===== src/rtl/odrf_pkg.sv =====
`timescale 1ns / 1ps
`default_nettype none
// ----------------------------------------------------------------------------
// Duplicate rectangle filter: shared definitions
// Sizes, the rectangle record and the compare-unit result record.
// ----------------------------------------------------------------------------
package odrf_pkg;

	// Capacity of the kept list and working coordinate width.
	localparam int unsigned MAX_KEPT   = 64;
	localparam int unsigned COORD_BITS = 12;

	// Width of the coordinate fields on the request channel.
	localparam int unsigned FIELD_W = 12;

	// Derived widths.
	localparam int unsigned IDX_W  = $clog2(MAX_KEPT);
	localparam int unsigned CNT_W  = $clog2(MAX_KEPT + 1);
	localparam int unsigned THR_W  = 8;
	localparam int unsigned AREA_W = 2 * COORD_BITS;
	localparam int unsigned PROD_W = AREA_W + THR_W;

	// Threshold after reset, about 0.80 in Q0.8.
	localparam logic [THR_W-1:0] THR_RESET = 8'd205;

	typedef logic [COORD_BITS-1:0] coord_t;

	typedef struct packed {
		coord_t x;
		coord_t y;
		coord_t w;
		coord_t h;
	} rect_t;

	typedef struct packed {
		logic vld;
		logic dup;
	} cmp_res_t;

endpackage
`default_nettype wire


===== src/rtl/odrf_if.sv =====
`timescale 1ns / 1ps
`default_nettype none
// ----------------------------------------------------------------------------
// Duplicate rectangle filter: channel interfaces
// Rectangle request channel, result channel and threshold write channel.
// ----------------------------------------------------------------------------
interface odrf_rect_if;
	logic                         valid;
	logic                         ready;
	logic                         new_set;
	logic [odrf_pkg::FIELD_W-1:0] rect_x;
	logic [odrf_pkg::FIELD_W-1:0] rect_y;
	logic [odrf_pkg::FIELD_W-1:0] rect_width;
	logic [odrf_pkg::FIELD_W-1:0] rect_height;

	modport source (output valid, new_set, rect_x, rect_y, rect_width, rect_height,
		input ready);
	modport sink (input valid, new_set, rect_x, rect_y, rect_width, rect_height,
		output ready);
endinterface

interface odrf_result_if;
	logic                       valid;
	logic                       ready;
	logic                       kept;
	logic                       list_full;
	logic [odrf_pkg::CNT_W-1:0] kept_count;

	modport source (output valid, kept, list_full, kept_count, input ready);
	modport sink (input valid, kept, list_full, kept_count, output ready);
endinterface

interface odrf_cfg_if;
	logic                       valid;
	logic                       ready;
	logic [odrf_pkg::THR_W-1:0] overlap_threshold;

	modport source (output valid, overlap_threshold, input ready);
	modport sink (input valid, overlap_threshold, output ready);
endinterface
`default_nettype wire


===== src/rtl/odrf_cmp.sv =====
`timescale 1ns / 1ps
`default_nettype none
// ----------------------------------------------------------------------------
// Duplicate rectangle filter: overlap compare pipeline
// Four-stage test of one candidate against one stored rectangle:
// intersection * 256 > threshold * min(area_a, area_b).
// ----------------------------------------------------------------------------
module odrf_cmp (
	input  wire logic                       clk,
	input  wire logic                       arst_n,
	input  wire logic                       in_vld,
	input  wire odrf_pkg::rect_t            cand,
	input  wire odrf_pkg::rect_t            entry,
	input  wire logic [odrf_pkg::THR_W-1:0] thr,
	output odrf_pkg::cmp_res_t              res,
	output logic                            busy
);

	localparam int unsigned CB = odrf_pkg::COORD_BITS;
	localparam int unsigned AW = odrf_pkg::AREA_W;
	localparam int unsigned PW = odrf_pkg::PROD_W;

	// Stage 1: overlap extents in x and y, both areas.
	logic [CB-1:0] lo_x, lo_y;
	logic [CB:0]   end_ax, end_bx, end_ay, end_by, hi_x, hi_y, diff_x, diff_y;
	logic          ovl;

	always_comb begin
		lo_x   = (cand.x > entry.x) ? cand.x : entry.x;
		lo_y   = (cand.y > entry.y) ? cand.y : entry.y;
		end_ax = {1'b0, cand.x} + {1'b0, cand.w};
		end_bx = {1'b0, entry.x} + {1'b0, entry.w};
		end_ay = {1'b0, cand.y} + {1'b0, cand.h};
		end_by = {1'b0, entry.y} + {1'b0, entry.h};
		hi_x   = (end_ax < end_bx) ? end_ax : end_bx;
		hi_y   = (end_ay < end_by) ? end_ay : end_by;
		diff_x = hi_x - {1'b0, lo_x};
		diff_y = hi_y - {1'b0, lo_y};
		ovl    = (hi_x > {1'b0, lo_x}) && (hi_y > {1'b0, lo_y});
	end

	logic          vld_s1, ovl_s1;
	logic [CB-1:0] dx_s1, dy_s1;
	logic [AW-1:0] area_a_s1, area_b_s1;

	// Stage 2: intersection area and the smaller area.
	logic          vld_s2, ok_s2;
	logic [AW-1:0] inter_s2, min_s2;
	logic [AW-1:0] min_area;

	assign min_area = (area_a_s1 < area_b_s1) ? area_a_s1 : area_b_s1;

	// Stage 3: scaled threshold product.
	logic          vld_s3, ok_s3;
	logic [AW-1:0] inter_s3;
	logic [PW-1:0] prod_s3;

	// Stage 4: the verdict.
	logic          vld_s4, dup_s4;

	// Valid bits of the pipeline.
	always_ff @(posedge clk or negedge arst_n) begin
		if (!arst_n) begin
			vld_s1 <= 1'b0;
			vld_s2 <= 1'b0;
			vld_s3 <= 1'b0;
			vld_s4 <= 1'b0;
		end else begin
			vld_s1 <= in_vld;
			vld_s2 <= vld_s1;
			vld_s3 <= vld_s2;
			vld_s4 <= vld_s3;
		end
	end

	// Datapath registers.
	always_ff @(posedge clk) begin
		ovl_s1    <= ovl;
		dx_s1     <= diff_x[CB-1:0];
		dy_s1     <= diff_y[CB-1:0];
		area_a_s1 <= AW'(cand.w) * AW'(cand.h);
		area_b_s1 <= AW'(entry.w) * AW'(entry.h);

		inter_s2  <= AW'(dx_s1) * AW'(dy_s1);
		min_s2    <= min_area;
		ok_s2     <= ovl_s1 && (min_area != '0);

		inter_s3  <= inter_s2;
		prod_s3   <= PW'(thr) * PW'(min_s2);
		ok_s3     <= ok_s2;

		dup_s4    <= ok_s3 && ({inter_s3, {odrf_pkg::THR_W{1'b0}}} > prod_s3);
	end

	assign res.vld = vld_s4;
	assign res.dup = dup_s4;
	assign busy    = vld_s1 | vld_s2 | vld_s3 | vld_s4;

`ifndef SYNTHESIS
	// A compare result follows every issued pair, after it has passed every stage register.
	a_latency: assert property (@(posedge clk) disable iff (!arst_n)
		in_vld |-> ##4 res.vld)
		else $error("compare result missing four cycles after issue");

	// Zero-area pairs never report an overlap.
	a_zero_area: assert property (@(posedge clk) disable iff (!arst_n)
		(in_vld && ((cand.w == '0) || (cand.h == '0))) |-> ##4 !res.dup)
		else $error("zero-area candidate reported as duplicate");

	// A result only appears when a pair was issued and has passed every stage.
	a_no_spurious: assert property (@(posedge clk) disable iff (!arst_n)
		$rose(res.vld) |-> $past(in_vld, 4))
		else $error("compare result without issue");
`endif

endmodule
`default_nettype wire


===== src/rtl/overlap_duplicate_rect_filter.sv =====
`timescale 1ns / 1ps
`default_nettype none
// ----------------------------------------------------------------------------
// Duplicate rectangle filter
// Greedy suppression of rectangles that overlap a rectangle kept earlier in
// the same set, measured against the smaller of the two areas.
// ----------------------------------------------------------------------------
// Usage:
//   rect    - request channel: one rectangle, with new_set to start a set.
//   result  - one result per request: kept, list_full, kept_count.
//   cfg     - threshold write channel, always ready; write only while idle.
// Timing: one request is handled at a time. A request scans the rectangles
//   stored in the set, and with an empty list or new_set it goes straight
//   to the result. The next request can be taken in the cycle the result
//   appears. The kept list sits in a memory with one write port and one
//   registered read port that is read one entry per cycle; each entry goes
//   through a four-stage compare pipeline, and the scan stops issuing reads
//   once a duplicate is found.
// Reset: the kept list is empty and the threshold is 205 (about 0.80).
//   Memory contents need no clearing; only entries below the count are read.
// Stalls: the result is held in an output register. A new request is
//   accepted while it waits, but the next result is not written until the
//   receiver has taken the previous one.
// ----------------------------------------------------------------------------
module overlap_duplicate_rect_filter (
	input  wire logic     clk,
	input  wire logic     arst_n,
	odrf_rect_if.sink     rect,
	odrf_result_if.source result,
	odrf_cfg_if.sink      cfg
);

	localparam int unsigned CB  = odrf_pkg::COORD_BITS;
	localparam int unsigned IW  = odrf_pkg::IDX_W;
	localparam int unsigned CW  = odrf_pkg::CNT_W;
	localparam logic [CW-1:0] CNT_MAX = CW'(odrf_pkg::MAX_KEPT);

	localparam logic [1:0] ST_IDLE = 2'd0;
	localparam logic [1:0] ST_SCAN = 2'd1;
	localparam logic [1:0] ST_DONE = 2'd2;

	logic [1:0]                  state_q;
	logic [CW-1:0]               cnt_q;
	logic [CW-1:0]               issue_q;
	logic                        dup_q;
	logic [odrf_pkg::THR_W-1:0]  thr_q;
	odrf_pkg::rect_t             cand_q;

	logic                        out_vld_q, kept_q, full_q;
	logic [CW-1:0]               kcount_q;

	odrf_pkg::rect_t             mem [odrf_pkg::MAX_KEPT];
	odrf_pkg::rect_t             mem_rd_q;
	logic                        rd_vld_q;

	odrf_pkg::cmp_res_t          cmp_res;
	logic                        cmp_busy;

	logic                        in_acc, rd_en, scan_end, out_free, done_fire, mem_we;
	logic [CW-1:0]               cnt_next;

	// Threshold register.
	assign cfg.ready = 1'b1;

	always_ff @(posedge clk or negedge arst_n) begin
		if (!arst_n) begin
			thr_q <= odrf_pkg::THR_RESET;
		end else if (cfg.valid) begin
			thr_q <= cfg.overlap_threshold;
		end
	end

	// Handshake and control decode.
	assign rect.ready = (state_q == ST_IDLE);
	assign in_acc     = rect.valid && rect.ready;
	assign rd_en      = (state_q == ST_SCAN) && (issue_q < cnt_q) && !dup_q;
	assign scan_end   = (state_q == ST_SCAN) && !rd_en && !rd_vld_q && !cmp_busy;
	assign out_free   = !out_vld_q || result.ready;
	assign done_fire  = (state_q == ST_DONE) && out_free;
	assign mem_we     = done_fire && !dup_q && (cnt_q < CNT_MAX);
	assign cnt_next   = mem_we ? (cnt_q + 1'b1) : cnt_q;

	// Sequencer.
	always_ff @(posedge clk or negedge arst_n) begin
		if (!arst_n) begin
			state_q  <= ST_IDLE;
			cnt_q    <= '0;
			issue_q  <= '0;
			dup_q    <= 1'b0;
			rd_vld_q <= 1'b0;
		end else begin
			rd_vld_q <= rd_en;
			unique case (state_q)
				ST_IDLE: begin
					if (in_acc) begin
						issue_q <= '0;
						dup_q   <= 1'b0;
						if (rect.new_set) begin
							cnt_q <= '0;
						end
						state_q <= (rect.new_set || (cnt_q == '0)) ? ST_DONE : ST_SCAN;
					end
				end
				ST_SCAN: begin
					if (rd_en) begin
						issue_q <= issue_q + 1'b1;
					end
					if (cmp_res.vld && cmp_res.dup) begin
						dup_q <= 1'b1;
					end
					if (scan_end) begin
						state_q <= ST_DONE;
					end
				end
				ST_DONE: begin
					if (done_fire) begin
						cnt_q   <= cnt_next;
						state_q <= ST_IDLE;
					end
				end
				default: begin
					state_q <= ST_IDLE;
				end
			endcase
		end
	end

	// Candidate capture.
	always_ff @(posedge clk) begin
		if (in_acc) begin
			cand_q.x <= rect.rect_x[CB-1:0];
			cand_q.y <= rect.rect_y[CB-1:0];
			cand_q.w <= rect.rect_width[CB-1:0];
			cand_q.h <= rect.rect_height[CB-1:0];
		end
	end

	// Kept-list memory: one write port, one registered read port.
	always_ff @(posedge clk) begin
		if (mem_we) begin
			mem[cnt_q[IW-1:0]] <= cand_q;
		end
		if (rd_en) begin
			mem_rd_q <= mem[issue_q[IW-1:0]];
		end
	end

	odrf_cmp u_cmp (
		.clk    (clk),
		.arst_n (arst_n),
		.in_vld (rd_vld_q),
		.cand   (cand_q),
		.entry  (mem_rd_q),
		.thr    (thr_q),
		.res    (cmp_res),
		.busy   (cmp_busy)
	);

	// Output register.
	always_ff @(posedge clk or negedge arst_n) begin
		if (!arst_n) begin
			out_vld_q <= 1'b0;
		end else if (done_fire) begin
			out_vld_q <= 1'b1;
		end else if (result.ready) begin
			out_vld_q <= 1'b0;
		end
	end

	always_ff @(posedge clk) begin
		if (done_fire) begin
			kept_q   <= !dup_q;
			full_q   <= !dup_q && (cnt_q >= CNT_MAX);
			kcount_q <= cnt_next;
		end
	end

	assign result.valid      = out_vld_q;
	assign result.kept       = kept_q;
	assign result.list_full  = full_q;
	assign result.kept_count = kcount_q;

`ifndef SYNTHESIS
	// The stored count never passes the list capacity.
	a_cnt_bound: assert property (@(posedge clk) disable iff (!arst_n)
		cnt_q <= CNT_MAX)
		else $error("kept count above capacity");

	// A full report comes only with a kept rectangle and a full list.
	a_full_kept: assert property (@(posedge clk) disable iff (!arst_n)
		(result.valid && result.list_full) |->
			(result.kept && (result.kept_count == CNT_MAX)))
		else $error("list_full reported without a full list");

	// No compare work is in flight while a new request can be accepted.
	a_idle_quiet: assert property (@(posedge clk) disable iff (!arst_n)
		(state_q == ST_IDLE) |-> (!rd_vld_q && !cmp_busy))
		else $error("compare pipeline busy while idle");

	// A result waiting for the receiver is not overwritten.
	a_out_hold: assert property (@(posedge clk) disable iff (!arst_n)
		(result.valid && !result.ready) |=> (result.valid && $stable(kcount_q)))
		else $error("pending result lost or changed");
`endif

endmodule
`default_nettype wire

===== src/flat_wrapper.sv =====
// flat-port wrapper written by rule: the top's interface ports become plain ports
module overlap_duplicate_rect_filter_flat 
  (clk, arst_n, rect_valid, rect_new_set, rect_rect_x, rect_rect_y, rect_rect_width, rect_rect_height, rect_ready, result_valid, result_kept, result_list_full, result_kept_count, result_ready, cfg_valid, cfg_overlap_threshold, cfg_ready);
  odrf_rect_if rect_i ();
  odrf_result_if result_i ();
  odrf_cfg_if cfg_i ();
  input  wire logic clk;
  input  wire logic arst_n;
  input wire logic [$bits(rect_i.valid)-1:0] rect_valid;
  input wire logic [$bits(rect_i.new_set)-1:0] rect_new_set;
  input wire logic [$bits(rect_i.rect_x)-1:0] rect_rect_x;
  input wire logic [$bits(rect_i.rect_y)-1:0] rect_rect_y;
  input wire logic [$bits(rect_i.rect_width)-1:0] rect_rect_width;
  input wire logic [$bits(rect_i.rect_height)-1:0] rect_rect_height;
  output wire logic [$bits(rect_i.ready)-1:0] rect_ready;
  output wire logic [$bits(result_i.valid)-1:0] result_valid;
  output wire logic [$bits(result_i.kept)-1:0] result_kept;
  output wire logic [$bits(result_i.list_full)-1:0] result_list_full;
  output wire logic [$bits(result_i.kept_count)-1:0] result_kept_count;
  input wire logic [$bits(result_i.ready)-1:0] result_ready;
  input wire logic [$bits(cfg_i.valid)-1:0] cfg_valid;
  input wire logic [$bits(cfg_i.overlap_threshold)-1:0] cfg_overlap_threshold;
  output wire logic [$bits(cfg_i.ready)-1:0] cfg_ready;
  assign rect_i.valid = rect_valid;
  assign rect_i.new_set = rect_new_set;
  assign rect_i.rect_x = rect_rect_x;
  assign rect_i.rect_y = rect_rect_y;
  assign rect_i.rect_width = rect_rect_width;
  assign rect_i.rect_height = rect_rect_height;
  assign rect_ready = rect_i.ready;
  assign result_valid = result_i.valid;
  assign result_kept = result_i.kept;
  assign result_list_full = result_i.list_full;
  assign result_kept_count = result_i.kept_count;
  assign result_i.ready = result_ready;
  assign cfg_i.valid = cfg_valid;
  assign cfg_i.overlap_threshold = cfg_overlap_threshold;
  assign cfg_ready = cfg_i.ready;
  overlap_duplicate_rect_filter u_core (.clk(clk), .arst_n(arst_n), .rect(rect_i), .result(result_i), .cfg(cfg_i));
endmodule

===== config.mk =====
export PLATFORM = sky130hd
export DESIGN_NAME = overlap_duplicate_rect_filter_flat
export DESIGN_NICKNAME = d
export VERILOG_FILES = /design/src/rtl/odrf_pkg.sv /design/src/rtl/odrf_if.sv /design/src/rtl/odrf_cmp.sv /design/src/rtl/overlap_duplicate_rect_filter.sv /design/src/flat_wrapper.sv
export SDC_FILE = /design/constraint.sdc
export NUM_CORES = 2
export LEC_CHECK = 0
export ABC_AREA = 1
export BUFFER_PORTS_ARGS = -buffer_cell sky130_fd_sc_hd__buf_2
export CORE_MARGIN = 5
export CORE_UTILIZATION = 40
export DETAILED_ROUTE_END_ITERATION = 16
export PLACE_DENSITY = 0.64
export SYNTH_ARGS = -nofsm -noshare
export SYNTH_HDL_FRONTEND = slang
export SYNTH_SLANG_ARGS = --single-unit

===== constraint.sdc =====
create_clock -name clk -period 7.67 [get_ports clk]
set_input_delay 0 -clock clk [delete_from_list [all_inputs] [get_ports clk]]
set_output_delay 0 -clock clk [all_outputs]
set_load 0.01 [all_outputs]

==> flow_summary.toml <==
[place]
dp_hpwl_um = 276000
gp_congestion = 0.895
placedCellCount = 17303
io_buffers = 72

[clock_tree]
cts-root-buf = "clkbuf_16"
htree_levels = 5
post_cts_resized = 0
cts_setup_buffers = 0
numCtsBuffers = 344
clock_latency_ps = 950
clock-sinks = 3388
clk_pin_slew_ps = 60
cts.path.max_buffers = 4
cts_tree = "built"

[floorplanning]
initial_core_util_pct = 40.2
io_pins = 74
die_y_um = 633
rows = 228
fp.coreArea_um2 = 386000
dieArea_um2 = 401000
dieWidth_um = 633

[timing]
hold_viol = 0
tns_ps = 0
post-route-period-util_pct = 76.0
setup_viol = 0
finClkSkew_ps = 85.6
rsz0062_at_grt = "false"
slew_headroom_pct = 15.8
slew_viol_final = 0
max_freq_ghz = 0.172
worstMarginPinSlew_ps = 1260
fin_crit_ps = 5830

[min_path]
hold_class = "in -> reg"

[global_routing]
grt_use_total_pct = 22.5
grt.overflow.total = 0
grt_pass1_wl_um = 671000
grt_pass1_vias = 98309
grt_max_degree = 220
antenna_found_initial = 51

[routing]
wire_per_inst_um = 25.5
route.detailed.drc = 0
drt_first_pass_iters = 8
drtIter0Drc = 13600
ant_nets = 0
routed_wl_um = 463000
avgViaCountPerCell = 5.64
num_vias = 102206

[worst_setup_path]
slowest_stage = "edfxtp_1"
arrival_ps = 6620
crit_type = "reg -> reg"
end_kind = "register"
crit_fanout = 26
required_ps = 8470
crit_buf_inv = 3
r2r_setup_slack_ps = 1840
cp_common_cell = "fa_1"
slowest_delay_ps = 1190
crit_chain = "nand2_1 > fa_1 > fa_1 > inv_1 > fa_1 > fa_1 > inv_1 > fa_1 > inv_1 > ha_1 > nand2_1 > nor2_1 > o21ai_0 > o211ai_1 > nor2_1 > o21bai_1 > nand3_1 > nand3_1 > xor2_1"
crit_family = "adder cells"
start_kind = "register"

[logic_synthesis]
syn_nets = 13448
ys_ff_latch = 3388
syn_inst = 12536
seq_area_frac_synth_pct = 64.2
synth_ff_type = "edfxtp_1"
async_flop_share_pct = 0.915
netlist_area_um2 = 155000
synth_edf_count = 3177
yosys_warnings = 0
syn_avg_cell_area_um2 = 12.4
yosysUniqueCellTypes = 66

[cells_and_area]
layout.cells.non_filler = 18131
area_growth_pct = 11.7
layout.nets = 13491
mostFrequentLayoutCell = "edfxtp_1"
final_cell_mix = "edfxtp_1, nor2_1, nand2_1"
drive_gt1_share_pct = 7.22

[run_status]
outcome = "complete, no violations"

[flow_run]
cap_violations = 0
[registers in the layout (all words and copies together), names as in the netlist, 2 cells and up]
signal	count
u_core.u_cmp.inter_s3	24
u_core.u_cmp.area_a_s1	24
u_core.u_cmp.prod_s3	32
u_core.u_cmp.area_b_s1	24
u_core.u_cmp.dy_s1	12
u_core.u_cmp.min_s2	24
u_core.issue_q	7
u_core.thr_q	8
u_core.cand_q	48
u_core.u_cmp.dx_s1	12
u_core.mem	3072
u_core.u_cmp.inter_s2	24
u_core.cnt_q	7
u_core.mem_rd_q	48
u_core.state_q	2
u_core.result.kept_count	7
[path summary, 6_finish.rpt]
| path | endpoint | start | cells after the start |
|---|---|---|---|
| max | u_core.u_cmp.area_a_s1[19]$_DFF_P_ | u_core.cand_q[4]$_DFFE_PP_ | 19 |
| min | u_core.cand_q[23]$_DFFE_PP_ | rect_rect_width[11] | 2 |
| max reg2reg | u_core.u_cmp.area_a_s1[19]$_DFF_P_ | u_core.cand_q[4]$_DFFE_PP_ | 19 |
| min reg2reg | u_core.u_cmp.inter_s3[21]$_DFF_P_ | u_core.u_cmp.inter_s2[21]$_DFF_P_ | 0 |
| max in group asynchronous | u_core.issue_q[1]$_DFFE_PN0P_ | arst_n | 4 |
| min in group asynchronous | u_core.cnt_q[6]$_DFFE_PN0P_ | arst_n | 4 |
[final cells by class]
cell class | instances | area [um^2]
fillers | 34680 | 213000
flip-flops and latches | 3388 | 99800
clock buffers | 434 | 9100
well taps | 5175 | 6470
clock inverters | 186 | 1680
diodes | 103 | 258
inverters | 1109 | 4210
repair buffers | 440 | 3720
multi-input cells | 7296 | 48300
[layer usage]
layer  global-route usage (%)  routed length (um)  up-vias
met5                        0                 123        -
li1                         -                   -    44856
met3                     3.96               44000      835
met2                     35.5              210000     5060
met1                     30.6              186000    51435
met4                     10.0               22500       20
[cell usage after synthesis, drive strengths merged (18+ instances only)]
master | instances | share of area (%)
a21oi | 307 | 1.0
fa | 438 | 5.6
nand4 | 38 | 0.16
o32ai | 449 | 2.5
o21ai | 911 | 2.9
o21bai | 18 | 0.087
nor3 | 25 | 0.097
edfxtp | 3177 | 61
ha | 412 | 3.3
nand2 | 1414 | 3.4
inv | 1105 | 2.7
nor2 | 1838 | 4.5
dfrtp | 26 | 0.42
mux2i | 319 | 2.1
clkbuf | 458 | 1.1
xnor2 | 42 | 0.24
nand3 | 480 | 1.5
o221ai | 320 | 1.8
xor2 | 100 | 0.56
buf | 285 | 1.2
dfxtp | 180 | 2.3
o211ai | 75 | 0.37
[cells by family (layout without fill, tap and decap cells)]
kind of cell               Yosys count  after routing  synth area share, %
AOI/OAI and AO/OA                 2151           2151                 9.07
xor gates and xnor gates           142            142                0.801
adders and majority gates          850            850                 8.96
buffers and inverters             1852           2169                 4.97
DFF                               3388           3388                 64.2
muxes                              327            327                 2.11
other                                1            104              0.00241
and+or+nand+nor                   3825           3825                 9.84
[what timing repair did]
action	CTS	global route
hold endpoints to repair	137	0
hold buffers	105	0
endpoints found under the setup margin	0	0
[through the flow]
step                      setup slack [ps]  instance area, um^2  hold slack, ps  utilization (%)
after detailed placement              1950               161000             124             41.8
after floorplan                       1410               155000            -296                -
after CTS                             1920               173000            11.7             44.9
after global placement                1940               161000             123             41.8
after global routing                  1400               174000            13.6             44.9
final                                 1840               174000            13.8             44.9
Power is not shown: default switching activity piles up to over one toggle a cycle in this logic, so the estimate is an artifact.
